### src/rtl/hss_pkg.sv
`timescale 1ns / 1ps

package hss_pkg;

  localparam int REG_WIDTH       = 11;
  localparam int CFG_INDEX_WIDTH = 2;

  localparam logic [CFG_INDEX_WIDTH-1:0] CFG_BIAS    = 2'd0;
  localparam logic [CFG_INDEX_WIDTH-1:0] CFG_TENSION = 2'd1;

  localparam logic signed [REG_WIDTH-1:0] BIAS_RESET    = 11'sd51;
  localparam logic signed [REG_WIDTH-1:0] TENSION_RESET = 11'sd0;

  typedef struct packed {
    logic issue;
    logic clear;
  } mac_ctrl_t;

  typedef struct packed {
    logic busy;
    logic done;
  } div_status_t;

endpackage

### src/rtl/hss_mac.sv
`timescale 1ns / 1ps

module hss_mac #(
  parameter int OPA_WIDTH = 39,
  parameter int OPB_WIDTH = 12,
  parameter int ACC_WIDTH = 48
) (
  input  logic                        clk,
  input  logic                        rst,
  input  hss_pkg::mac_ctrl_t          ctrl,
  input  logic signed [OPA_WIDTH-1:0] op_a,
  input  logic signed [OPB_WIDTH-1:0] op_b,
  output logic signed [ACC_WIDTH-1:0] acc
);

  localparam int PW = OPA_WIDTH + OPB_WIDTH;
  localparam int EW = (PW > ACC_WIDTH) ? PW : ACC_WIDTH;

  logic signed [PW-1:0] prod;
  logic signed [EW-1:0] prod_ext;
  logic                 prod_valid;
  logic                 prod_clear;

  assign prod_ext = EW'(prod);

  // The product is registered; the accumulator adds it in the next cycle.
  always_ff @(posedge clk) begin
    if (rst) begin
      prod_valid <= 1'b0;
      prod_clear <= 1'b0;
    end else begin
      prod_valid <= ctrl.issue;
      prod_clear <= ctrl.clear;
    end
    prod <= op_a * op_b;
    if (prod_valid) begin
      if (prod_clear) begin
        acc <= prod_ext[ACC_WIDTH-1:0];
      end else begin
        acc <= acc + prod_ext[ACC_WIDTH-1:0];
      end
    end
  end

endmodule

### src/rtl/hss_divider.sv
`timescale 1ns / 1ps

module hss_divider #(
  parameter int DIVIDEND_WIDTH = 40,
  parameter int DIVISOR_WIDTH  = 8
) (
  input  logic                             clk,
  input  logic                             rst,
  input  logic                             start,
  input  logic signed [DIVIDEND_WIDTH-1:0] dividend,
  input  logic        [DIVISOR_WIDTH-1:0]  divisor,
  output hss_pkg::div_status_t             status,
  output logic signed [DIVIDEND_WIDTH-1:0] quotient
);

  localparam int CW = $clog2(DIVIDEND_WIDTH + 1);

  logic                      busy;
  logic                      done;
  logic                      neg;
  logic [CW-1:0]             count;
  logic [DIVIDEND_WIDTH-1:0] shreg;
  logic [DIVISOR_WIDTH-1:0]  dsr;
  logic [DIVISOR_WIDTH-1:0]  rem;
  logic [DIVISOR_WIDTH:0]    rem_shift;
  logic [DIVISOR_WIDTH:0]    rem_diff;
  logic                      fits;

  assign rem_shift = {rem, shreg[DIVIDEND_WIDTH-1]};
  assign rem_diff  = rem_shift - {1'b0, dsr};
  assign fits      = (rem_shift >= {1'b0, dsr});

  // Restoring division on the magnitude, one quotient bit per cycle. The
  // magnitude register shifts out dividend bits and shifts in quotient bits.
  always_ff @(posedge clk) begin
    if (rst) begin
      busy  <= 1'b0;
      done  <= 1'b0;
      count <= '0;
    end else begin
      done <= !start && busy && (count == CW'(1));
      if (start) begin
        busy  <= 1'b1;
        count <= CW'(DIVIDEND_WIDTH);
        neg   <= dividend[DIVIDEND_WIDTH-1];
        shreg <= dividend[DIVIDEND_WIDTH-1] ? DIVIDEND_WIDTH'(-dividend)
                                            : DIVIDEND_WIDTH'(dividend);
        dsr   <= divisor;
        rem   <= '0;
      end else if (busy) begin
        rem   <= fits ? rem_diff[DIVISOR_WIDTH-1:0] : rem_shift[DIVISOR_WIDTH-1:0];
        shreg <= {shreg[DIVIDEND_WIDTH-2:0], fits};
        count <= count - CW'(1);
        if (count == CW'(1)) begin
          busy <= 1'b0;
        end
      end
    end
  end

  // Floor quotient for a negative dividend: -q, or -q - 1 when a remainder is left.
  always_comb begin
    if (!neg) begin
      quotient = $signed(shreg);
    end else if (rem != '0) begin
      quotient = $signed(~shreg);
    end else begin
      quotient = $signed(-shreg);
    end
  end

  assign status = '{busy: busy, done: done};

endmodule

### src/rtl/hermite_stroke_smoother.sv
`timescale 1ns / 1ps

// Hermite stroke smoother.
// Pen samples enter on the s_axis channel: tdata holds x and y (signed Q.4),
// tuser marks the first sample of a stroke. Path points leave on m_axis:
// tdata holds x and y, tuser marks the move-to point, tlast marks the last
// point caused by one sample. Bias and tension are written on the cfg
// channel (index 0 and 1, other indexes are dropped); write them only idle.
// A stroke start passes through S_MOVE and gives one move-to point. The
// second and third samples are only stored and give no point. Each later
// sample gives SUBDIVISIONS points. The bit-serial divider runs twice per
// point on QW bits, the accumulator width minus COEF_FRAC_BITS (40 at the
// defaults); one shared multiply-accumulate unit forms the tangents and
// the Hermite sums. s_tready is high only while idle.
// A finished point waits in the output register; if the receiver stalls, the
// sequencer holds until that register is free. Reset empties the window and
// restores bias 51 and tension 0; nothing is emitted until a sample arrives.

module hermite_stroke_smoother #(
  parameter int SUBDIVISIONS   = 4,
  parameter int COORD_WIDTH    = 20,
  parameter int COEF_FRAC_BITS = 8
) (
  input  logic                                  clk,
  input  logic                                  rst,
  input  logic                                  s_tvalid,
  output logic                                  s_tready,
  // in_x, in_y
  input  logic [((2*COORD_WIDTH+7)/8)*8-1:0]    s_tdata,
  // stroke_start
  input  logic                                  s_tuser,
  output logic                                  m_tvalid,
  input  logic                                  m_tready,
  // out_x, out_y
  output logic [((2*COORD_WIDTH+7)/8)*8-1:0]    m_tdata,
  // is_move
  output logic                                  m_tuser,
  // last_of_run
  output logic                                  m_tlast,
  input  logic                                  cfg_valid,
  output logic                                  cfg_ready,
  input  logic [hss_pkg::CFG_INDEX_WIDTH-1:0]   cfg_index,
  input  logic [hss_pkg::REG_WIDTH-1:0]         cfg_data
);

  import hss_pkg::*;

  localparam int W     = COORD_WIDTH;
  localparam int F     = COEF_FRAC_BITS;
  localparam int KW    = ((F > REG_WIDTH - 1) ? F : REG_WIDTH - 1) + 2;
  localparam int DW    = W + 1;
  localparam int GW    = W + KW + 3 - F;
  localparam int MW    = GW + KW;
  localparam int JW    = $clog2(SUBDIVISIONS ** 3 + 1);
  localparam int AW    = JW + 1;
  localparam int OPB   = (KW > AW) ? KW : AW;
  localparam int ACCW  = MW + JW + 2;
  localparam int AX    = ACCW + 1;
  localparam int QW    = ACCW - F;
  localparam int QX    = QW + 1;
  localparam int DVSW  = JW + 1;
  localparam int JCW   = $clog2(SUBDIVISIONS + 1);
  localparam int TDW   = ((2 * W + 7) / 8) * 8;
  localparam int SCALE = 2 ** F;
  localparam int HALF  = 2 ** (F - 1);

  typedef enum logic [2:0] {
    S_IDLE,
    S_MOVE,
    S_PREP,
    S_TERMS,
    S_DIV_Y,
    S_DIV_X,
    S_EMIT
  } state_t;

  state_t state;
  logic [3:0]     st;
  logic [JCW-1:0] j;
  logic [1:0]     fill;

  logic signed [W-1:0] wx [3];
  logic signed [W-1:0] wy [3];
  logic signed [W-1:0] sx;
  logic signed [W-1:0] sy;
  logic signed [W-1:0] in_x;
  logic signed [W-1:0] in_y;

  logic signed [REG_WIDTH-1:0] bias;
  logic signed [REG_WIDTH-1:0] tension;

  logic signed [GW-1:0] g0;
  logic signed [GW-1:0] g1;
  logic signed [MW-1:0] m0;
  logic signed [MW-1:0] m1;
  logic signed [QW-1:0] qy;
  logic signed [QW-1:0] qx;

  logic signed [W-1:0] out_x;
  logic signed [W-1:0] out_y;
  logic                out_move;
  logic                out_last;
  logic                out_free;
  logic                out_load;

  logic signed [DW-1:0]  dy0;
  logic signed [DW-1:0]  dy1;
  logic signed [DW-1:0]  dy2;
  logic signed [DW-1:0]  dx;
  logic signed [OPB-1:0] coef_p;
  logic signed [OPB-1:0] coef_m;
  logic signed [OPB-1:0] coef_t;

  mac_ctrl_t              mac_ctrl;
  logic signed [MW-1:0]   mac_a;
  logic signed [OPB-1:0]  mac_b;
  logic signed [ACCW-1:0] acc;
  logic signed [ACCW-1:0] gsum;
  logic signed [AX-1:0]   ysum;
  logic signed [QW-1:0]   ydiv;
  logic signed [QW-1:0]   xdiv;

  logic                   div_start;
  logic signed [QW-1:0]   div_dividend;
  logic [DVSW-1:0]        div_divisor;
  div_status_t            div_stat;
  logic signed [QW-1:0]   div_quot;

  function automatic logic signed [AW-1:0] coef_a0(input logic [JCW-1:0] jv);
    int jj;
    jj = int'(jv);
    return AW'(jj * jj * jj - 3 * jj + 2);
  endfunction

  function automatic logic signed [AW-1:0] coef_a1(input logic [JCW-1:0] jv);
    int jj;
    jj = int'(jv);
    return AW'((jj - 1) * (jj - 1));
  endfunction

  function automatic logic signed [AW-1:0] coef_a2(input logic [JCW-1:0] jv);
    int jj;
    jj = int'(jv);
    return AW'(1 - jj);
  endfunction

  function automatic logic signed [AW-1:0] coef_a3(input logic [JCW-1:0] jv);
    int jj;
    jj = int'(jv);
    return AW'(3 * jj - 2);
  endfunction

  function automatic logic [JW-1:0] cube(input logic [JCW-1:0] jv);
    int jj;
    jj = int'(jv);
    return JW'(jj * jj * jj);
  endfunction

  // Clamp to the signed coordinate range when the upper bits are not all sign.
  function automatic logic signed [W-1:0] sat_coord(input logic signed [QX-1:0] v);
    logic all_one;
    logic all_zero;
    all_one  = &v[QX-1:W-1];
    all_zero = ~|v[QX-1:W-1];
    if (all_one || all_zero) begin
      return v[W-1:0];
    end else if (v[QX-1]) begin
      return {1'b1, {(W-1){1'b0}}};
    end else begin
      return {1'b0, {(W-1){1'b1}}};
    end
  endfunction

  assign in_x = s_tdata[W-1:0];
  assign in_y = s_tdata[2*W-1:W];

  assign s_tready  = (state == S_IDLE);
  assign cfg_ready = 1'b1;
  assign out_free  = !m_tvalid || m_tready;
  assign out_load  = out_free && ((state == S_MOVE) || (state == S_EMIT));

  assign m_tdata = TDW'({out_y, out_x});
  assign m_tuser = out_move;
  assign m_tlast = out_last;

  assign dy0 = DW'(wy[1]) - DW'(wy[0]);
  assign dy1 = DW'(wy[2]) - DW'(wy[1]);
  assign dy2 = DW'(sy) - DW'(wy[2]);
  assign dx  = DW'(wx[2]) - DW'(wx[1]);

  assign coef_p = OPB'(SCALE) + OPB'(bias);
  assign coef_m = OPB'(SCALE) - OPB'(bias);
  assign coef_t = OPB'(SCALE) - OPB'(tension);

  assign gsum = acc + ACCW'(HALF);
  // Rounding y: floor((num + S j^3) / 2S) first, then the floor division by j^3.
  assign ysum = AX'(acc) + (AX'(cube(j)) <<< F);
  assign ydiv = QW'(ysum >>> (F + 1));
  assign xdiv = (QW'(dx) <<< 1) + QW'(j);

  // Operand schedule of the shared MAC. The product and then the accumulator
  // are registered after each issue, so some captures overlap the next issues.
  always_comb begin
    mac_ctrl = '0;
    mac_a    = '0;
    mac_b    = '0;
    unique case (state)
      S_PREP: begin
        unique case (st)
          4'd0: begin
            mac_a    = MW'(dy0);
            mac_b    = coef_p;
            mac_ctrl = '{issue: 1'b1, clear: 1'b1};
          end
          4'd1: begin
            mac_a    = MW'(dy1);
            mac_b    = coef_m;
            mac_ctrl = '{issue: 1'b1, clear: 1'b0};
          end
          4'd2: begin
            mac_a    = MW'(dy1);
            mac_b    = coef_p;
            mac_ctrl = '{issue: 1'b1, clear: 1'b1};
          end
          4'd3: begin
            mac_a    = MW'(dy2);
            mac_b    = coef_m;
            mac_ctrl = '{issue: 1'b1, clear: 1'b0};
          end
          4'd5: begin
            mac_a    = MW'(g0);
            mac_b    = coef_t;
            mac_ctrl = '{issue: 1'b1, clear: 1'b1};
          end
          4'd6: begin
            mac_a    = MW'(g1);
            mac_b    = coef_t;
            mac_ctrl = '{issue: 1'b1, clear: 1'b1};
          end
          default: begin
          end
        endcase
      end
      S_TERMS: begin
        unique case (st)
          4'd0: begin
            mac_a    = MW'(wy[1]) <<< (F + 1);
            mac_b    = OPB'(coef_a0(j));
            mac_ctrl = '{issue: 1'b1, clear: 1'b1};
          end
          4'd1: begin
            mac_a    = MW'(wy[2]) <<< (F + 1);
            mac_b    = OPB'(coef_a3(j));
            mac_ctrl = '{issue: 1'b1, clear: 1'b0};
          end
          4'd2: begin
            mac_a    = m0;
            mac_b    = OPB'(coef_a1(j));
            mac_ctrl = '{issue: 1'b1, clear: 1'b0};
          end
          4'd3: begin
            mac_a    = m1;
            mac_b    = OPB'(coef_a2(j));
            mac_ctrl = '{issue: 1'b1, clear: 1'b0};
          end
          default: begin
          end
        endcase
      end
      default: begin
      end
    endcase
  end

  always_comb begin
    div_start = ((state == S_TERMS) && (st == 4'd5)) ||
                ((state == S_DIV_Y) && div_stat.done);
    if (state == S_TERMS) begin
      div_dividend = ydiv;
      div_divisor  = DVSW'(cube(j));
    end else begin
      div_dividend = xdiv;
      div_divisor  = DVSW'(j) << 1;
    end
  end

  hss_mac #(
    .OPA_WIDTH (MW),
    .OPB_WIDTH (OPB),
    .ACC_WIDTH (ACCW)
  ) u_mac (
    .clk  (clk),
    .rst  (rst),
    .ctrl (mac_ctrl),
    .op_a (mac_a),
    .op_b (mac_b),
    .acc  (acc)
  );

  hss_divider #(
    .DIVIDEND_WIDTH (QW),
    .DIVISOR_WIDTH  (DVSW)
  ) u_divider (
    .clk      (clk),
    .rst      (rst),
    .start    (div_start),
    .dividend (div_dividend),
    .divisor  (div_divisor),
    .status   (div_stat),
    .quotient (div_quot)
  );

  always_ff @(posedge clk) begin
    if (rst) begin
      state    <= S_IDLE;
      st       <= '0;
      j        <= '0;
      fill     <= '0;
      m_tvalid <= 1'b0;
      bias     <= BIAS_RESET;
      tension  <= TENSION_RESET;
    end else begin
      if (cfg_valid) begin
        if (cfg_index == CFG_BIAS) begin
          bias <= cfg_data;
        end else if (cfg_index == CFG_TENSION) begin
          tension <= cfg_data;
        end
      end

      if (out_load) begin
        m_tvalid <= 1'b1;
      end else if (m_tready) begin
        m_tvalid <= 1'b0;
      end

      unique case (state)
        S_IDLE: begin
          if (s_tvalid) begin
            sx <= in_x;
            sy <= in_y;
            if (s_tuser || (fill == 2'd0)) begin
              wx[0] <= '0;
              wy[0] <= '0;
              wx[1] <= '0;
              wy[1] <= '0;
              wx[2] <= in_x;
              wy[2] <= in_y;
              fill  <= 2'd1;
              state <= S_MOVE;
            end else if (fill != 2'd3) begin
              wx[0] <= wx[1];
              wy[0] <= wy[1];
              wx[1] <= wx[2];
              wy[1] <= wy[2];
              wx[2] <= in_x;
              wy[2] <= in_y;
              fill  <= fill + 2'd1;
            end else begin
              st    <= '0;
              state <= S_PREP;
            end
          end
        end
        S_MOVE: begin
          if (out_free) begin
            out_x    <= sx;
            out_y    <= sy;
            out_move <= 1'b1;
            out_last <= 1'b1;
            state    <= S_IDLE;
          end
        end
        S_PREP: begin
          if (st == 4'd3) begin
            g0 <= GW'(gsum >>> F);
          end
          if (st == 4'd5) begin
            g1 <= GW'(gsum >>> F);
          end
          if (st == 4'd7) begin
            m0 <= MW'(acc);
          end
          if (st == 4'd8) begin
            m1    <= MW'(acc);
            st    <= '0;
            j     <= JCW'(SUBDIVISIONS);
            state <= S_TERMS;
          end else begin
            st <= st + 4'd1;
          end
        end
        S_TERMS: begin
          st <= st + 4'd1;
          if (st == 4'd5) begin
            state <= S_DIV_Y;
          end
        end
        S_DIV_Y: begin
          if (div_stat.done) begin
            qy    <= div_quot;
            state <= S_DIV_X;
          end
        end
        S_DIV_X: begin
          if (div_stat.done) begin
            qx    <= div_quot;
            state <= S_EMIT;
          end
        end
        S_EMIT: begin
          if (out_free) begin
            out_x    <= sat_coord(QX'(wx[1]) + QX'(qx));
            out_y    <= sat_coord(QX'(qy));
            out_move <= 1'b0;
            out_last <= (j == JCW'(1));
            if (j == JCW'(1)) begin
              // The window slides only after the last point of this sample.
              wx[0] <= wx[1];
              wy[0] <= wy[1];
              wx[1] <= wx[2];
              wy[1] <= wy[2];
              wx[2] <= sx;
              wy[2] <= sy;
              state <= S_IDLE;
            end else begin
              j     <= j - JCW'(1);
              st    <= '0;
              state <= S_TERMS;
            end
          end
        end
        default: begin
          state <= S_IDLE;
        end
      endcase
    end
  end

  a_move_is_last: assert property (@(posedge clk) disable iff (rst)
    (m_tvalid && m_tuser) |-> m_tlast)
    else $error("move-to point without last_of_run");

  a_div_start_idle: assert property (@(posedge clk) disable iff (rst)
    div_start |-> !div_stat.busy)
    else $error("divider started while busy");

  a_ready_div_quiet: assert property (@(posedge clk) disable iff (rst)
    s_tready |-> !div_stat.busy)
    else $error("input ready while a division is running");

  a_done_expected: assert property (@(posedge clk) disable iff (rst)
    div_stat.done |-> ((state == S_DIV_Y) || (state == S_DIV_X)))
    else $error("divider finished outside a division wait");

  a_step_nonzero: assert property (@(posedge clk) disable iff (rst)
    (state == S_TERMS) |-> (j != '0))
    else $error("subdivision step reached zero inside the loop");

endmodule

### config.mk
export PLATFORM = sky130hd
export DESIGN_NAME = hermite_stroke_smoother
export DESIGN_NICKNAME = d
export VERILOG_FILES = /design/src/rtl/hss_pkg.sv /design/src/rtl/hss_mac.sv /design/src/rtl/hss_divider.sv /design/src/rtl/hermite_stroke_smoother.sv
export SDC_FILE = /design/constraint.sdc
export NUM_CORES = 2
export LEC_CHECK = 0
export ABC_AREA = 1
export BUFFER_PORTS_ARGS = -buffer_cell sky130_fd_sc_hd__buf_2
export CELL_PAD_IN_SITES_DETAIL_PLACEMENT = 0
export CELL_PAD_IN_SITES_GLOBAL_PLACEMENT = 1
export CORE_ASPECT_RATIO = 1.75
export CORE_MARGIN = 1.5
export CORE_UTILIZATION = 35
export CTS_BUF_LIST = sky130_fd_sc_hd__clkbuf_8
export CTS_CLUSTER_DIAMETER = 200
export DETAILED_ROUTE_END_ITERATION = 8
export HOLD_SLACK_MARGIN = 0.08
export MAX_ROUTING_LAYER = met4
export PLACE_DENSITY_LB_ADDON = 0.1
export SYNTH_ARGS = -nofsm -noshare
export SYNTH_HDL_FRONTEND = slang
export SYNTH_SLANG_ARGS = --single-unit
### constraint.sdc
create_clock -name clk -period 11.8 [get_ports clk]
set_clock_uncertainty 0.05 [all_clocks]
set_input_delay 2.36 -clock clk [delete_from_list [all_inputs] [get_ports clk]]
set_output_delay 2.36 -clock clk [all_outputs]
set_load 0.1 [all_outputs]
# Word-level counts from Yosys, hierarchy flattened
# Memory sizes are Yosys's and may differ from the RTL's.
# Cells that the tools add are included.
# op_classes
n_addsub,24
n_mul,5
n_lt_le_gt_ge,1
n_eq_ne,28
n_mux,93
bitwise_logic,15
reduce_logical,53
# ops
operator,count
$mux W20,20
$mux W40,6
$pmux W39 S5,1
$pmux W39 S4,1
$sub A20 B20 Y21,4
$neg A40 Y40,2
$pmux W20 S2,2
$pmux W39 S2,1
$add A48 B16 Y49,1
$add A48 B48 Y48,1
$mul A39 B12 Y48,1
$mux W48,1
$pmux W12 S4,1
$add A20 B40 Y41,1
$not A40 Y40,1
$mux W3,12
$pmux W12 S3,1
$add A35 B9 Y35 const B,1
$mux W4,7
$reduce_and A3 Y1,9
$mux W1,24
$pmux W12 S2,1
$sub A10 B11 Y12 const A,2
$add A22 B4 Y23,1
58 further kinds,117
# word_totals
register_bits,492
mem_bits_rw,120
inputBits,59
out_inout_bits,45
mem_count,2
# mem_list
memory,depth,width,rd,rd_clocked_by_memory_dff,wr,line,text
wx,3,20,2,0,3,hermite_stroke_smoother.sv:82,logic signed [W-1:0] wx [3];
wy,3,20,3,0,3,hermite_stroke_smoother.sv:83,logic signed [W-1:0] wy [3];

# Logic depth before layout (Yosys ltp)
# depth
word_depth,9
mapped_depth,50

# Modules after synthesis
# Synthesis repeated with hierarchy kept, for this count alone.
# hier_totals
hier_cells,7751
area_unflattened_um2,58192.1
# modules_own_cells
module,n_inst,cells_per_inst,area_each_um2
hermite_stroke_smoother,1,3569,29097.9
hss_mac,1,3407,23571.4
hss_divider,1,775,5522.8

# Least setup slack after synthesis
# OpenSTA, ideal clock, no wires.
# synth_timing
path_kind,register to register
startpoint,register j[0]
endpoint,register u_mac.prod[46]
t_arrival_ns,9.452
required_ns,11.619
path_slack_ns,2.167
stages_incl_launch_ff,47
n_path_buf,3
period_less_slack_ns,9.633
cell_sequence,dfxtp_1 -> buf_4 -> inv_1 -> clkbuf_1 -> ha_1 -> xnor2_1 -> nor2_1 -> nand2_1 -> fa_1 -> inv_1 -> fa_1 -> ha_1 -> inv_1 -> fa_1 -> nor2_1 -> nor2_1 -> nor2_1 -> nor2_1 -> [11 not listed] -> inv_1 -> fa_1 -> fa_1 -> inv_1 -> fa_1 -> inv_1 -> ha_1 -> a21oi_1 -> o21ai_1 -> a21oi_1 -> inv_1 -> a21oi_1 -> o21ai_1 -> a21oi_1 -> o21ai_1 -> a21oi_1 -> o31ai_1 -> xor2_1
# synth_via
elab_chain_cells,7
word_cells_on_any_way,12
# synth_lines
element,line,text
start: declaration,hermite_stroke_smoother.sv:79,logic [JCW-1:0] j;
start signal: assignment,hermite_stroke_smoother.sv:387,j <= JCW'(SUBDIVISIONS);
start signal: assignment,hermite_stroke_smoother.sv:427,j <= j - JCW'(1);
$mul A3 B3 Y6,hermite_stroke_smoother.sv:132,return AW'(jj * jj * jj - 3 * jj + 2);
$mul A6 B3 Y8,--,
$sub A8 B5 Y8,hermite_stroke_smoother.sv:132,
$add A8 B3 Y8,hermite_stroke_smoother.sv:132,
$pmux W12 S4 *,hermite_stroke_smoother.sv:245,unique case (st)
$pmux W12 S2 *,hermite_stroke_smoother.sv:207,unique case (state)
$mul A39 B12 Y48 *,hss_mac.sv:35,prod <= op_a * op_b;
end signal: assignment,hss_mac.sv:35,
end: declaration,hss_mac.sv:19,logic signed [PW-1:0] prod;
# Every way passes the cells marked *; elsewhere a longest branch is shown, timed or not.
# A chain may end at the register's enable or synchronous reset.

# Final worst setup path
# layout_timing
startpoint,register j[0]
endpoint,register u_mac.prod[47]
# The elaborated chain is that of the path after synthesis.

==> flow_summary.json <==
{
  "number_of_synthesized_flops_with_an_enable_pin": 498,
  "worst_path_arrival_time_ps": 11610,
  "post-cts-setup-buffers": 0,
  "share_of_layout_cells_above_drive_strength_1_pct": 9.03,
  "max_slew_margin_pct": 13.0,
  "number_of_cells_on_the_worst_reg_to_reg_path": 46,
  "clk_pin_slew_worst_paths_ps": 70,
  "worst_hold_path_type": "reg2reg",
  "grt_pass1_wl_um": 319000,
  "netlist_top_cells_count": "1446 x sky130_fd_sc_hd__nand2_1, 1138 x sky130_fd_sc_hd__inv_1, 608 x sky130_fd_sc_hd__nor2_1",
  "dr.pass1.iters": 7,
  "r2r_setup_slack_ps": 860,
  "synthCells": 6567,
  "synth_flop_cell": "sky130_fd_sc_hd__edfxtp_1",
  "setup.worst_path.start_class": "flop",
  "syn_area_um2": 53700,
  "setup_viol_count_final": 0,
  "area_share_of_the_leading_cell_type_in_the_synthesized_netlist_pct": 27.8,
  "via_per_instance_ratio": 5.10,
  "setup.worst_path.end_class": "flop",
  "fin_tns_setup_ps": 0,
  "cts_buffer_count": 100,
  "worst_path_dominant_cell_family": "adder cells",
  "start_util_pct": 35.2,
  "detailedPlacementHpwl_um": 184000,
  "core-area_um2": 153000,
  "clock_tree_from_tritoncts": "built",
  "cts_num_sinks": 591,
  "part_of_the_cycle_the_worst_path_needs_pct": 92.7,
  "power_density_nw_per_um2": 188,
  "cts_htree_levels": 3,
  "grt_max_degree": 65,
  "clkLatencyLatePin_ps": 900,
  "multiInputGateArea_um2": 31900,
  "io-pin-count": 104,
  "synthToLayoutAreaGrowth_pct": 10.5,
  "wl_um": 220000,
  "async_flop_share_pct": 0,
  "hold_start": "tension[6]",
  "critical_path_buf_inv_count": 9,
  "timing.critical_path.slowest_stage_cell": "sky130_fd_sc_hd__fa_1",
  "layout.core_utilization_pct": 38.9,
  "antenna_violations_before_repair": 8,
  "drt_drc_violations_left": 0,
  "synth_seq_area_share_pct": 31.3,
  "vias": 45100,
  "row_count": 190,
  "worstHoldEndpoint": "tension[6]",
  "yosys.cell_count.top_type": "sky130_fd_sc_hd__nand2_1",
  "cts_resized": 0,
  "synthesis.yosys.warnings": 0,
  "hold-path-cell-count": 2,
  "status": "complete, no violations",
  "period_needed_ps": 10940,
  "crit_required_ps": 12470,
  "critical_path.reg2reg.startpoint": "j[0]",
  "max_freq_mhz": 91.4,
  "final-seq-area_um2": 16800,
  "timing.setup.critical_path_class": "reg2reg",
  "critical_path_peak_fanout": 29,
  "synth-seq-cells": 591,
  "final_nets": 7534,
  "report.power.total_uw": 11200,
  "cts_root_buf": "sky130_fd_sc_hd__clkbuf_8",
  "clock_tree.buffer_depth": 3,
  "count_of_different_cell_masters_after_synthesis": 71,
  "detail_route.iter0.violations": 2370,
  "fp.dieArea_um2": 156000,
  "groute.usage.overall_pct": 29.1,
  "drv.max_cap_violation_count": 0,
  "first_global_vias": 48200,
  "buffer_ports.inserted": 102,
  "gp_congestion": 0.957,
  "max_transition_viols_final": 0,
  "wl_per_cell_um": 24.9,
  "crit-reg2reg-capture": "u_mac.prod[47]",
  "critical-path-max-stage-delay_ps": 570,
  "grt_overflow": 0,
  "synthTopCellsByArea": "sky130_fd_sc_hd__edfxtp_1 28%, sky130_fd_sc_hd__fa_1 15%, sky130_fd_sc_hd__nand2_1 10%, sky130_fd_sc_hd__inv_1 8.0%, sky130_fd_sc_hd__ha_1 7.8%",
  "post-synth-top-area-cell": "sky130_fd_sc_hd__edfxtp_1",
  "hold_slack_ps": 413,
  "die_x_um": 299,
  "synth_area_per_cell_um2": 8.18,
  "cts.hold.buffers_added": 0,
  "floorplan.die.height_um": 521,
  "rsz_0062_raised_after_global_routing": "no",
  "power_leakage_uw": 0.0269,
  "filler_cell_count": 16100,
  "final_antenna_net_count": 0,
  "worst-slew-pin-transition_ps": 1290,
  "finalHoldViolations": 0,
  "max-vdd-ir-drop_mv": 0.305
}
worst max-delay path by stage:
stage	start	to	cells past startpoint
5_1_grt	j[0]	u_mac.prod[47]	46
2_1_floorplan	j[0]	u_mac.prod[46]	46
4_1_cts	j[0]	u_mac.prod[40]	43
3_3_place_gp	j[0]	u_mac.prod[40]	43
3_5_place_dp	j[0]	u_mac.prod[40]	43
6_report	j[0]	u_mac.prod[47]	46
stage by stage:
step,std cells,cell area [um^2],setup WS (ps)
final,8844,59300,863
after floorplan,6568,53700,2170
after global placement,8644,57000,613
after detailed placement,8644,57000,539
after CTS,8834,59300,637
after global routing,8844,59300,47.8
registers in the layout (all words and copies together) (netlist names), 27 cells and up:
signal	count
u_divider.shreg	40
m1	39
wy	60
m0	39
g0	27
qx	40
u_mac.acc	48
wx	40
qy	40
g1	27
u_mac.prod	48
worst reg2reg max path, delay by kind of cell (launching register included):
family / cells / cell delay (ps)
AND/OR/NAND/NOR: 14 / 1840
adder cells (fa/ha/maj): 11 / 5060
XOR/XNOR: 2 / 340
buffers and inverters: 9 / 1290
flip-flops: 1 / 310
AO/OA/AOI/OAI: 10 / 1990
cell families (layout without fill, tap and decap cells):
family / count (synthesis) / after routing / synth area share (%)
AO/OA/AOI/OAI: 1012 / 1012 / 11.0
XOR/XNOR: 234 / 234 / 3.82
adder cells (fa/ha/maj): 745 / 745 / 23.1
buffers and inverters: 1340 / 1590 / 9.55
flip-flops: 591 / 591 / 31.3
multiplexers: 21 / 21 / 0.440
other: 1 / 12 / 0.00698
AND/OR/NAND/NOR: 2623 / 2623 / 20.7
layout make-up:
class / instances / share of cell area [%]
antenna: 10 / 0.0422
clock buffer: 110 / 2.55
clock inverter: 80 / 1.30
inverter: 1189 / 7.52
multi-input combinational: 4637 / 53.7
sequential: 591 / 28.3
tap: 2016 / 4.25
timing repair buffer: 211 / 2.24
power breakdown:
group | switching [uW] | internal, uW
clock | 1020 | 1130
combinational | 4360 | 1900
sequential | 220 | 2530
total | 5600 | 5570
layout by cell type, fill, tap and decap left out, drive strengths merged, types with 7 or more instances in the layout:
master	count
mux2	21
a21oi	378
a22o	50
a221oi	11
ha	335
o31ai	17
o211ai	15
inv	1202
clkbuf	110
edfxtp	498
nand4	75
or2	40
a21o	15
a31oi	36
nor2	641
a21boi	8
nand3	243
o21a	19
buf	211
a221o	9
fa	410
o221ai	9
xor2	143
nor4	32
a211oi	9
o21ai	341
nand2	1495
nand3b	18
clkinv	47
a22oi	28
o2111ai	7
clkinvlp	9
dfxtp	93
xnor2	91
o21bai	18
bufinv	11
nor3	70
o22ai	28
diode	10
metal layers:
metal | vias to the layer above | track usage (%) | share of wire [%]
met5 | - | - | 0
met4 | 0 | 22.0 | 9.3
met3 | 443 | 2.49 | 2.4
met2 | 863 | 57.5 | 57
met1 | 22200 | 24.8 | 31
li1 | 21600 | - | -
(Power assumes the default switching activity.)
